`src/rtl/tdpc_pkg.sv`:
```
package tdpc_pkg;
	localparam int NUMBER_WIDTH_DEF = 16;
	localparam int COUNT_WIDTH_DEF  = 32;
	localparam int OUT_COUNT_W      = 32;
	localparam int OUT_DATA_W       = 2 * OUT_COUNT_W;
	localparam int EXT_W            = 64;
endpackage

```
`src/rtl/trial_division_prime_counter_unit.sv`:
```
// trial division prime counter
// slave side: one signed number per beat on s_tdata (low NUMBER_WIDTH bits,
// two's complement); s_tready is high only while no number is in work.
// master side: one result beat per number; m_tuser holds the prime flag,
// m_tdata the saturating count of primes and of numbers seen since reset.
// a number below 2 goes straight from idle to the done state, with no division.
// otherwise each trial divisor d gets a check state that compares d*d with
// the number, then NUMBER_WIDTH steps of a bit-serial remainder unit that
// shifts the number in msb first. a prime n is tried with every divisor from
// 2 to floor(sqrt(n)); a composite stops at its smallest factor.
// the result sits in an output register, so a new number is taken while the
// previous result waits; a stalled receiver holds the result and, once the
// next number is finished, the block waits with s_tready low.
// reset (arst_n low) clears both counters and drops all valid beats.
module trial_division_prime_counter_unit #(
	parameter int NUMBER_WIDTH = tdpc_pkg::NUMBER_WIDTH_DEF,
	parameter int COUNT_WIDTH  = tdpc_pkg::COUNT_WIDTH_DEF
) (
	input  logic                                  clk,
	input  logic                                  arst_n,
	input  logic                                  s_tvalid,
	output logic                                  s_tready,
	input  logic [((NUMBER_WIDTH+7)/8)*8-1:0]     s_tdata,  // number
	output logic                                  m_tvalid,
	input  logic                                  m_tready,
	output logic [tdpc_pkg::OUT_DATA_W-1:0]       m_tdata,  // items_done (upper half), primes_found (lower half)
	output logic [0:0]                            m_tuser   // prime_flag
);
	localparam int CNT_W = $clog2(NUMBER_WIDTH);

	typedef enum logic [1:0] {ST_IDLE, ST_CHECK, ST_DIV, ST_DONE} state_t;

	state_t                  state_q;
	logic [NUMBER_WIDTH-1:0] v_q;
	logic [NUMBER_WIDTH-1:0] d_q;
	logic [NUMBER_WIDTH:0]   sq_q;
	logic [NUMBER_WIDTH-1:0] rem_q;
	logic [NUMBER_WIDTH-1:0] sh_q;
	logic [CNT_W-1:0]        cnt_q;
	logic                    flag_q;
	logic [COUNT_WIDTH-1:0]  prime_total_q;
	logic [COUNT_WIDTH-1:0]  proc_total_q;
	logic                    m_tvalid_q;
	logic [tdpc_pkg::OUT_DATA_W-1:0] m_tdata_q;
	logic                    m_tuser_q;

	logic [NUMBER_WIDTH-1:0] num;
	logic [NUMBER_WIDTH:0]   trial;
	logic                    trial_ge;
	logic [NUMBER_WIDTH-1:0] rem_nxt;
	logic [COUNT_WIDTH-1:0]  prime_nxt;
	logic [COUNT_WIDTH-1:0]  proc_nxt;
	logic [tdpc_pkg::EXT_W-1:0] prime_ext;
	logic [tdpc_pkg::EXT_W-1:0] proc_ext;
	logic                    out_free;

	assign num      = s_tdata[NUMBER_WIDTH-1:0];
	assign trial    = {rem_q, sh_q[NUMBER_WIDTH-1]};
	assign trial_ge = trial >= {1'b0, d_q};
	assign rem_nxt  = trial_ge ? NUMBER_WIDTH'(trial - {1'b0, d_q}) : trial[NUMBER_WIDTH-1:0];

	assign prime_nxt = (flag_q && (prime_total_q != '1)) ?
		prime_total_q + COUNT_WIDTH'(1) : prime_total_q;
	assign proc_nxt  = (proc_total_q != '1) ? proc_total_q + COUNT_WIDTH'(1) : proc_total_q;
	assign prime_ext = tdpc_pkg::EXT_W'(prime_nxt);
	assign proc_ext  = tdpc_pkg::EXT_W'(proc_nxt);
	assign out_free  = !m_tvalid_q || m_tready;

	assign s_tready = (state_q == ST_IDLE);
	assign m_tvalid = m_tvalid_q;
	assign m_tdata  = m_tdata_q;
	assign m_tuser  = m_tuser_q;

	always_ff @(posedge clk or negedge arst_n) begin
		if (!arst_n) begin
			state_q       <= ST_IDLE;
			v_q           <= '0;
			d_q           <= '0;
			sq_q          <= '0;
			rem_q         <= '0;
			sh_q          <= '0;
			cnt_q         <= '0;
			flag_q        <= 1'b0;
			prime_total_q <= '0;
			proc_total_q  <= '0;
			m_tvalid_q    <= 1'b0;
			m_tdata_q     <= '0;
			m_tuser_q     <= 1'b0;
		end else begin
			if (m_tvalid_q && m_tready && (state_q != ST_DONE)) begin
				m_tvalid_q <= 1'b0;
			end
			unique case (state_q)
				ST_IDLE: begin
					if (s_tvalid) begin
						v_q    <= num;
						d_q    <= NUMBER_WIDTH'(2);
						sq_q   <= (NUMBER_WIDTH + 1)'(4);
						flag_q <= 1'b0;
						// negative, zero and one are not prime
						if (num[NUMBER_WIDTH-1] || (num < NUMBER_WIDTH'(2))) begin
							state_q <= ST_DONE;
						end else begin
							state_q <= ST_CHECK;
						end
					end
				end
				ST_CHECK: begin
					if (sq_q > {1'b0, v_q}) begin
						flag_q  <= 1'b1;
						state_q <= ST_DONE;
					end else begin
						rem_q   <= '0;
						sh_q    <= v_q;
						cnt_q   <= '0;
						state_q <= ST_DIV;
					end
				end
				ST_DIV: begin
					rem_q <= rem_nxt;
					sh_q  <= sh_q << 1;
					cnt_q <= cnt_q + CNT_W'(1);
					if (cnt_q == CNT_W'(NUMBER_WIDTH - 1)) begin
						if (rem_nxt == '0) begin
							flag_q  <= 1'b0;
							state_q <= ST_DONE;
						end else begin
							// (d+1)^2 = d^2 + 2d + 1
							sq_q    <= sq_q + {d_q, 1'b1};
							d_q     <= d_q + NUMBER_WIDTH'(1);
							state_q <= ST_CHECK;
						end
					end
				end
				ST_DONE: begin
					if (out_free) begin
						prime_total_q <= prime_nxt;
						proc_total_q  <= proc_nxt;
						m_tvalid_q    <= 1'b1;
						m_tuser_q     <= flag_q;
						m_tdata_q     <= {proc_ext[tdpc_pkg::OUT_COUNT_W-1:0],
						                  prime_ext[tdpc_pkg::OUT_COUNT_W-1:0]};
						state_q       <= ST_IDLE;
					end
				end
				default: begin
					state_q <= ST_IDLE;
				end
			endcase
		end
	end
endmodule

```
`config.mk`:
```
export PLATFORM = sky130hd
export DESIGN_NAME = trial_division_prime_counter_unit
export DESIGN_NICKNAME = d
export VERILOG_FILES = /design/src/rtl/tdpc_pkg.sv /design/src/rtl/trial_division_prime_counter_unit.sv
export SDC_FILE = /design/constraint.sdc
export NUM_CORES = 1
export LEC_CHECK = 0
export BUFFER_PORTS_ARGS = -buffer_cell sky130_fd_sc_hd__buf_2
export CAP_MARGIN = 20
export CELL_PAD_IN_SITES_DETAIL_PLACEMENT = 0
export CELL_PAD_IN_SITES_GLOBAL_PLACEMENT = 1
export CORE_MARGIN = 10
export CORE_UTILIZATION = 42
export DETAILED_ROUTE_END_ITERATION = 6
export GPL_ROUTABILITY_DRIVEN = 1
export GPL_TIMING_DRIVEN = 1
export HOLD_SLACK_MARGIN = 0.03
export PLACE_DENSITY_LB_ADDON = 0.3
export SLEW_MARGIN = 30
export SYNTH_ARGS = -nofsm -noshare
export SYNTH_HDL_FRONTEND = slang
export SYNTH_SLANG_ARGS = --single-unit
```
`constraint.sdc`:
```
create_clock -name clk -period 3.4 [get_ports clk]
set_input_delay 0.17 -clock clk [delete_from_list [all_inputs] [get_ports clk]]
set_output_delay 0.17 -clock clk [all_outputs]
set_load 0.02 [all_outputs]
```
After elaboration in Yosys (flattened, before gate mapping)
Index checks and enable logic that the tools add are counted.

Bits in registers: 218. Bits of input ports: 20. Output and inout port bits: 67. Word-level logic and storage cells: 85.

Add/subtract/negate cells: 6. $lt $le $gt $ge: 3. Eq/ne operators: 14. Muxes and demuxes: 32. Reduce and logical (&&, ||, !) cells: 17.

Operators with widths (count): $mux 16 (6); $pmux 16 s2 (3); $add 32x1->32 const B (2); $mux 32 (2); $ne 32x32->1 const B (2); $mux 17 (3); $pmux 17 s2 (1); $add 17x17->17 (1); $ge 17x16->1 (1); $gt 17x16->1 (1); $add 16x1->16 const B (1); $logic_not 16->1 (1); $lt 16x2->1 const B (1); $ne 2x2->1 const B (8); $sub 16x16->16 (1); $mux 2 (5); $mux 1 (8); $pmux 2 s4 (1); $pmux 4 s2 (1); $reduce_and 2->1 (3); $reduce_and 5->1 (1); $add 4x1->4 const B (1); $eq 2x2->1 const B (2); $eq 4x4->1 const B (1); 11 further kinds (15).

Longest topological paths before layout
Gate-level depths: netlist of the first run.

Word-level depth: 6. Mapped depth: 14. Depth with buffers taken out: 13.

Least setup slack after synthesis of the first run
OpenSTA, ideal clock, no wires.

Path type: register -> register. Start: reg d_q[0]. End: reg flag_q. Library setup time: 121 ps. Data arrival time: 3195 ps. Required time: 3279 ps. Slack: 84 ps. Stages on the path, launching flop included: 12. Buffers on the path: 0. Period minus slack after synthesis: 3316 ps. Cells stage by stage: dfrtp_1 > ha_1 > inv_1 > fa_1 > xor2_1 > or3b_2 > a2111o_1 > a2111oi_2 > nor3b_2 > a31oi_1 > a211o_1 > a22o_1.

Longest elaborated chain between the ends: 5. Elaborated cells on any way between the ends: 6. Those cells by class: add/sub: 1; order compare: 1; eq/ne: 1; mux: 1; reduce/logical: 2.

RTL lines: start, declared (RTL line trial_division_prime_counter_unit.sv:35) `logic [NUMBER_WIDTH-1:0] d_q;`; start signal, assigned (RTL line trial_division_prime_counter_unit.sv:130) `d_q <= d_q + NUMBER_WIDTH'(1);`; $sub 16x16->16 or $ge 17x16->1 (tied branches) (RTL line trial_division_prime_counter_unit.sv:60, trial_division_prime_counter_unit.sv:59); $mux 16 * (RTL line trial_division_prime_counter_unit.sv:60) `assign rem_nxt = trial_ge ? NUMBER_WIDTH'(trial - {1'b0, d_q}) : trial[NUMBER_WIDTH-1:0];`; $logic_not 16->1 * (RTL line trial_division_prime_counter_unit.sv:124) `if (rem_nxt == '0) begin`; $ne 2x2->1 (no line) *; $reduce_and 5->1 (no line) *; end signal, assigned (RTL line trial_division_prime_counter_unit.sv:83) `flag_q <= 1'b0;`; end signal, assigned (RTL line trial_division_prime_counter_unit.sv:99) `flag_q <= 1'b0;`; end signal, assigned (RTL line trial_division_prime_counter_unit.sv:125) `flag_q <= 1'b0;`; end, declared (RTL line trial_division_prime_counter_unit.sv:40) `logic flag_q;`.

Every way passes the cells marked *; elsewhere a longest branch is shown, timed or not. A chain may end at the register's enable or synchronous reset.

Worst setup path after layout of the first run
Start: reg sh_q[15]. End: reg flag_q.

Longest elaborated chain between the ends: 5. Elaborated cells on any way between the ends: 6. Those cells by class: add/sub: 1; order compare: 1; eq/ne: 1; mux: 1; reduce/logical: 2.

RTL lines: start, declared (RTL line trial_division_prime_counter_unit.sv:38) `logic [NUMBER_WIDTH-1:0] sh_q;`; start signal, assigned (RTL line trial_division_prime_counter_unit.sv:114) `sh_q <= v_q;`; start signal, assigned (RTL line trial_division_prime_counter_unit.sv:121) `sh_q <= sh_q << 1;`; $sub 16x16->16 or $ge 17x16->1 (tied branches) (RTL line trial_division_prime_counter_unit.sv:60, trial_division_prime_counter_unit.sv:59); $mux 16 * (RTL line trial_division_prime_counter_unit.sv:60); $logic_not 16->1 * (RTL line trial_division_prime_counter_unit.sv:124); $ne 2x2->1 (no line) *; $reduce_and 5->1 (no line) *.

Marks and branches as above.

==> impl_metrics.env, run 1 <==
export IMPL_die_w_um=165.6
export IMPL_layout_filler_cells=1998
export IMPL_yosysTopAreaCellShare=0.4331
export IMPL_leakagePower_nw=5.083
export IMPL_synth_edf_count=0
export IMPL_layout_min_cycle_time_ns=3.311
export IMPL_grt_pass1_wl_um=37720
export IMPL_hold_viol_final=0
export IMPL_rsz0062_at_grt="true"
export IMPL_path_class="flop to flop"
export IMPL_synth_fp_nets=1038
export IMPL_grt_overflow_total=0
export IMPL_synthAdderAreaFrac=0.07621
export IMPL_antenna_cells=0
export IMPL_clock_latency_ns=0.43
export IMPL_max_cap_violations=0
export IMPL_path_cells="inv_1 -> ha_2 -> inv_2 -> fa_2 -> xor2_2 -> or3b_4 -> a2111o_1 -> a2111oi_4 -> nor3b_2 -> a31oi_1 -> buf_4 -> a211o_1 -> a22o_1"
export IMPL_ys_seq_area_frac=0.4331
export IMPL_ys_ff_latch=154
export IMPL_irDropWorstVdd_v=0.0004728
export IMPL_h_tree_depth=4
export IMPL_setup_viol=0
export IMPL_tns_ns=0
export IMPL_fmax_mhz=302.1
export IMPL_fin_cells=1381
export IMPL_crit_fanout=6
export IMPL_slowest_stage="fa_2"
export IMPL_dp_cells=1326
export IMPL_synth_ff_type="dfrtp_1"
export IMPL_yosysWarnings=0
export IMPL_initial_core_util=0.4246
export IMPL_period_share=0.9737
export IMPL_viasPerCell=5.413
export IMPL_synth_xor_area_frac=0.08465
export IMPL_cts_tree="built"
export IMPL_synth_cell_types=70
export IMPL_report_final_slew_viol_count=0
export IMPL_start_kind="flop"
export IMPL_r2r_start="sh_q[15]"
export IMPL_cts_buffers=17
export IMPL_wl_per_cell_um=16.33
export IMPL_pin_count=87
export IMPL_clock_skew_ns=0.01103
export IMPL_hold_depth=3
export IMPL_slew_limit_headroom=0.5077
export IMPL_chipHeight_um=165.6
export IMPL_drt_initial_drc_count=348
export IMPL_dieArea_um2=27410
export IMPL_grt_max_degree=78
export IMPL_yosysTopAreaCell="dfrtp_1"
export IMPL_multiInputGateArea_um2=4805
export IMPL_pwr_density_cell_nw_per_um2=806.8
export IMPL_min_from="s_tvalid"
export IMPL_track_usage=0.1685
export IMPL_synth_compound_area_frac=0.1637
export IMPL_regArea_um2=3854
export IMPL_netlist_area_um2=8899
export IMPL_fin_nets=1166
export IMPL_netlist_instances=965
export IMPL_core_area_um2=20960
export IMPL_drive_gt1_frac=0.1790
export IMPL_ff2ff_path_depth=13
export IMPL_clkTransAtPathRegs_ns=0.07
export IMPL_synthMuxAreaShare=0.01519
export IMPL_synth_simple_area_share=0.1895
export IMPL_synth_area_leaders="dfrtp_1 (43%), ha_1 (7.2%), xnor2_1 (5.5%)"
export IMPL_synth_top_family_by_area="simple AND/OR/NAND/NOR gates"
export IMPL_hpwlAfterDp_um=16610
export IMPL_power_frac_seq=0.302
export IMPL_io_buffer_count=86
export IMPL_drc_errors=0
export IMPL_drt_total_wl_um=22560
export IMPL_outcome="complete, no violations"
export IMPL_route_vias_total=7475
export IMPL_numClockSinks=154
export IMPL_power_w=0.008655
export IMPL_cp_top_family="compound AO/OA/AOI/OAI gates"
export IMPL_setup_worst_path_end_class="flop"
export IMPL_hold_slack_ns=0.1277
export IMPL_antenna_found_initial=0
export IMPL_critPathRequiredTime_ns=3.71
export IMPL_p_int_w=0.004984
export IMPL_hold_end="state_q[1]"
export IMPL_cts_root_buf="clkbuf_16"
export IMPL_num_rows=53
export IMPL_place_congestion=0.8787
export IMPL_switching_share=0.4242
export IMPL_grt_pass1_vias=7335
export IMPL_final_antenna_net_count=0
export IMPL_crit_buf_inv=3
export IMPL_syn_to_final_growth_pct=20.56
export IMPL_cts_buffer_depth=2
export IMPL_combPwrFrac=0.479
export IMPL_pwr_share_clk=0.219
export IMPL_rr_endpoint="flag_q"
export IMPL_worst_pin_slew_ns=0.7385
export IMPL_synth_avg_cell_area_um2=9.221
export IMPL_critical_path_max_stage_delay_ns=0.43
export IMPL_worstPathArrival_ns=3.62
export IMPL_first_pass_iters=5
export IMPL_hp_class="primary input to flop"
export IMPL_ff2ff_setup_slack_ns=0.09
export IMPL_final_core_util=0.5119
export IMPL_synth_async_reset_ratio=1.000
export IMPL_power_switching_w=0.003671
-- repair_timing --
action / 4_1_cts / 5_1_grt
hold buffers: 17 / 0
pin swaps: 0 / 9
resized for setup: 3 / 17
endpoints found under the setup margin: 4 / 33
hold endpoints to repair: 90 / 0
buffers inserted: 0 / 6
-- worst reg2reg max path, delay by kind of cell (launching register included) --
kind | cells | cell delay [ns]
AOI/OAI and AO/OA | 5 | 1.15
xor gates and xnor gates | 1 | 0.17
adders and majority gates | 2 | 0.61
buffers and inverters | 3 | 0.28
DFF | 1 | 0.38
and+or+nand+nor | 2 | 0.60
-- power by group through the flow --
stage               Sequential, W  Combinational [W]  Clock, W
CTS                       0.00261            0.00395   0.00194
global placement          0.00264            0.00386         0
global route              0.00268            0.00466   0.00203
detailed placement        0.00264            0.00388         0
floorplan                 0.00259            0.00276         0
finish                    0.00262            0.00414   0.00190
-- registers in the layout, summed over array words and instances (netlist names), 2 cells and up --
name           count
state_q            2
cnt_q              4
proc_total_q      32
d_q               16
sq_q              17
v_q               16
prime_total_q     31
sh_q              16
rem_q             16
-- per-layer routing --
layer / GRT usage / vias up / wire length, um
li1: - / 3713 / -
met4: 0.05986 / 0 / 487
met1: 0.2289 / 3602 / 10830
met3: 0.02826 / 31 / 1088
met2: 0.2653 / 129 / 10150
met5: 0 / - / 0
-- cells in the mapped netlist, drive strengths merged (7+ instances only) --
library cell	instances
a211oi	8
a21o	18
a21oi	35
a31oi	26
and3	11
and4	10
buf	13
clkbuf	26
dfrtp	154
ha	51
inv	46
mux2i	9
nand2	116
nand3	58
nand4	28
nor2	71
nor3	9
nor4	9
o21a	7
o21ai	83
o31ai	8
o41ai	7
xnor2	56
xor2	30
-- cells in the final DEF, fill, tap and decap left out, types with 5 or more instances in the layout --
master         Yosys  routed
inv_1             46      45
a21o_1            18      18
nor3_1             9       8
o31ai_1            8       8
nand2_1          116     116
o21a_1             7       7
o21ai_1            8       8
buf_4              1      43
and4_1            10      10
mux2i_1            9       9
o21ai_0           74      71
buf_2              7      85
a21oi_1           32      31
dfrtp_1          154     154
dlygate4sd3_1      0      17
a211oi_1           8       6
clkbuf_16          0      17
xnor2_1           56      56
xor2_1            30      29
nor4_1             9       9
a31oi_1           26      24
o41ai_1            7       7
nor2b_1            5       5
and3_1            11      11
ha_1              51      50
nor2_1            71      71
nand4_1           28      28
nand3_1           58      58
or3_1              5       5
-- worst max path at each step --
stage,start,endpoint,cells past startpoint
2_1_floorplan,d_q[0],flag_q,11
3_3_place_gp,sh_q[15],d_q[4],14
3_5_place_dp,sh_q[15],flag_q,13
4_1_cts,sh_q[15],flag_q,13
5_1_grt,sh_q[15],flag_q,13
6_report,sh_q[15],flag_q,13
-- stage by stage --
step	worst slack, ns	area (um^2)
2_1_floorplan	0.08390	8899
3_3_place_gp	0.02614	9828
3_5_place_dp	-0.03522	9828
4_1_cts	0.01525	10610
5_1_grt	-0.08238	10730
6_report	0.08947	10730
-- cell type report --
| type | instances | area share |
|---|---|---|
| sequential | 154 | 0.3592 |
| tap | 275 | 0.03207 |
| inverter | 46 | 0.01610 |
| timing repair buffer | 148 | 0.08957 |
| clock inverter | 14 | 0.01423 |
| clock buffer | 18 | 0.04094 |
| multi-input combinational | 726 | 0.4479 |
-- logic make-up (layout without fill, tap and decap cells) --
| family | count (synthesis) | in the layout |
|---|---|---|
| simple gates | 347 | 347 |
| compound gates | 227 | 227 |
| flops | 154 | 154 |
| xor+xnor | 86 | 86 |
| buf+inv | 85 | 226 |
| fa+ha+maj | 53 | 53 |
| mux | 13 | 13 |
(Power assumes the default switching activity.)
==> run 2, diff against run 1 <==
GPL_TIMING_DRIVEN = 0   (was 1)
==> impl_metrics.env, run 2 (synthesis gave the netlist of run 1 again) <==
export IMPL_grt_pass1_vias=7502
export IMPL_period_share=0.9937
export IMPL_hpwlAfterDp_um=17560
export IMPL_crit_buf_inv=2
export IMPL_clock_skew_ns=0.01094
export IMPL_start_kind="flop"
export IMPL_chipHeight_um=165.6
export IMPL_rr_endpoint="flag_q"
export IMPL_clkTransAtPathRegs_ns=0.07
export IMPL_path_class="flop to flop"
export IMPL_slowest_stage="dfrtp_2"
export IMPL_crit_fanout=6
export IMPL_antenna_found_initial=1
export IMPL_grt_pass1_wl_um=38920
export IMPL_numClockSinks=154
export IMPL_hold_slack_ns=0.1387
export IMPL_power_switching_w=0.003889
export IMPL_grt_overflow_total=0
export IMPL_drt_total_wl_um=24260
export IMPL_grt_max_degree=59
export IMPL_syn_to_final_growth_pct=24.24
export IMPL_setup_worst_path_end_class="flop"
export IMPL_placed_area_um2=9738
export IMPL_final_cell_area_um2=11060
export IMPL_final_antenna_net_count=0
export IMPL_hold_end="m_tvalid"
export IMPL_layout_filler_cells=1976
export IMPL_cts_buffer_depth=2
export IMPL_final_common_cell="dfrtp_1"
export IMPL_critPathRequiredTime_ns=3.71
export IMPL_final_core_util=0.5276
export IMPL_pin_count=87
export IMPL_path_cells="inv_2 -> ha_4 -> inv_2 -> fa_2 -> a21o_1 -> a21oi_2 -> xnor2_2 -> a2111o_1 -> a2111oi_4 -> nor3b_4 -> a31oi_4 -> a211o_1 -> a22o_1"
export IMPL_first_pass_iters=7
export IMPL_report_final_slew_viol_count=0
export IMPL_pwr_share_clk=0.213
export IMPL_min_from="m_tready"
export IMPL_max_cap_violations=0
export IMPL_wl_per_cell_um=17.32
export IMPL_slew_limit_headroom=0.4561
export IMPL_pwr_density_cell_nw_per_um2=832.7
export IMPL_power_frac_seq=0.286
export IMPL_regMostFlops="proc_total_q"
export IMPL_num_rows=53
export IMPL_cts_root_buf="clkbuf_16"
export IMPL_crit_top_cell="inv_2"
export IMPL_fmax_mhz=296.0
export IMPL_viasPerCell=5.522
export IMPL_place_congestion=0.8641
export IMPL_cp_top_family="compound AO/OA/AOI/OAI gates"
export IMPL_track_usage=0.1760
export IMPL_largest_reg_flops=32
export IMPL_hp_class="primary input to flop"
export IMPL_combPwrFrac=0.501
export IMPL_power_w=0.009206
export IMPL_drt_initial_drc_count=576
export IMPL_ff2ff_setup_slack_ns=0.02
export IMPL_p_int_w=0.005318
export IMPL_top_regs="proc_total_q x32, prime_total_q x31, sq_q x17"
export IMPL_irDropWorstVdd_v=0.0004029
export IMPL_drive_gt1_frac=0.1947
export IMPL_fin_nets=1185
export IMPL_worst_pin_slew_ns=0.8158
export IMPL_hold_depth=3
export IMPL_io_buffer_count=86
export IMPL_leakagePower_nw=5.178
export IMPL_drc_errors=2
export IMPL_layout_min_cycle_time_ns=3.378
export IMPL_hold_viol_final=0
export IMPL_clock_latency_ns=0.43
export IMPL_violations="design-rule violations"
export IMPL_setup_viol=0
export IMPL_outcome="complete, but fails checks"
export IMPL_route_vias_total=7737
export IMPL_worstPathArrival_ns=3.69
export IMPL_core_area_um2=20960
export IMPL_cp_num_cells=13
export IMPL_most_common_layout_cells="dfrtp_1 (147), nand2_1 (115), buf_2 (88)"
export IMPL_h_tree_depth=4
export IMPL_tns_ns=0
export IMPL_r2r_start="sh_q[15]"
export IMPL_switching_share=0.4224
export IMPL_cts_buffers=17
export IMPL_rsz0062_at_grt="true"
export IMPL_cts_tree="built"
export IMPL_initial_core_util=0.4246
export IMPL_dieArea_um2=27410
export IMPL_ff2ff_path_depth=13
export IMPL_die_w_um=165.6
export IMPL_critical_path_max_stage_delay_ns=0.46
-- run 2: area by class of cell --
class,count,area (um^2),area share
Clock inverter,14,172.7,0.01562
Tap cell,275,344.1,0.03112
Clock buffer,18,429.2,0.03882
Antenna cell,1,2.502,0.0002263
Buffer,36,207.7,0.01879
Sequential cell,154,3862,0.3494
Inverter,46,172.7,0.01562
Multi-Input combinational cell,726,4930,0.4459
Timing Repair Buffer,131,934.6,0.08454
-- run 2: stage by stage --
step | instances | setup slack (ns)
2_1_floorplan | 965 | 0.08390
3_3_place_gp | 1326 | -0.6665
3_5_place_dp | 1328 | -0.6614
4_1_cts | 1386 | 0.009453
5_1_grt | 1401 | -0.09928
6_report | 1401 | 0.02151
-- run 2: how the worst max path moves through the flow --
stage                     startpoint  endpoint  slack [ns]
final                       sh_q[15]    flag_q        0.02
after floorplan               d_q[0]    flag_q        0.08
after detailed placement      d_q[0]    d_q[4]       -0.66
after CTS                   sh_q[15]   d_q[14]       0.009
after global routing        sh_q[15]   d_q[11]        -0.1
after global placement        d_q[0]    d_q[4]       -0.67
-- run 2: power groups by stage --
stage / Clock, W / Combinational (W) / Sequential [W]
detailed placement: 0 / 0.00380 / 0.00265
CTS: 0.00200 / 0.00414 / 0.00263
global route: 0.00208 / 0.00512 / 0.00269
global placement: 0 / 0.00374 / 0.00265
finish: 0.00196 / 0.00461 / 0.00264
floorplan: 0 / 0.00276 / 0.00259
-- run 2: worst register-to-register path: stages (launching register included) --
cell and delay, ns:
dfrtp_2 0.46, inv_2 0.09, ha_4 0.13, inv_2 0.03, fa_2 0.38, a21o_1 0.21
a21oi_2 0.16, xnor2_2 0.10, a2111o_1 0.43, a2111oi_4 0.35, nor3b_4 0.29, a31oi_4 0.18
a211o_1 0.29, a22o_1 0.17
-- run 2: timing repair --
| action | in CTS | in global routing |
|---|---|---|
| pin swaps | 12 | 17 |
| setup endpoints to repair | 35 | 44 |
| hold buffers | 17 | 0 |
| resized for setup | 30 | 47 |
| cloned | 1 | 4 |
| buffers inserted | 9 | 12 |
| hold endpoints to repair | 93 | 0 |
-- run 2: routing by layer --
layer / track usage / wire length (um) / up-vias
li1: - / - / 3758
met1: 0.2361 / 11000 / 3751
met2: 0.2817 / 11230 / 191
met3: 0.03371 / 1503 / 37
met4: 0.05347 / 533 / 0
met5: 0 / 0 / -
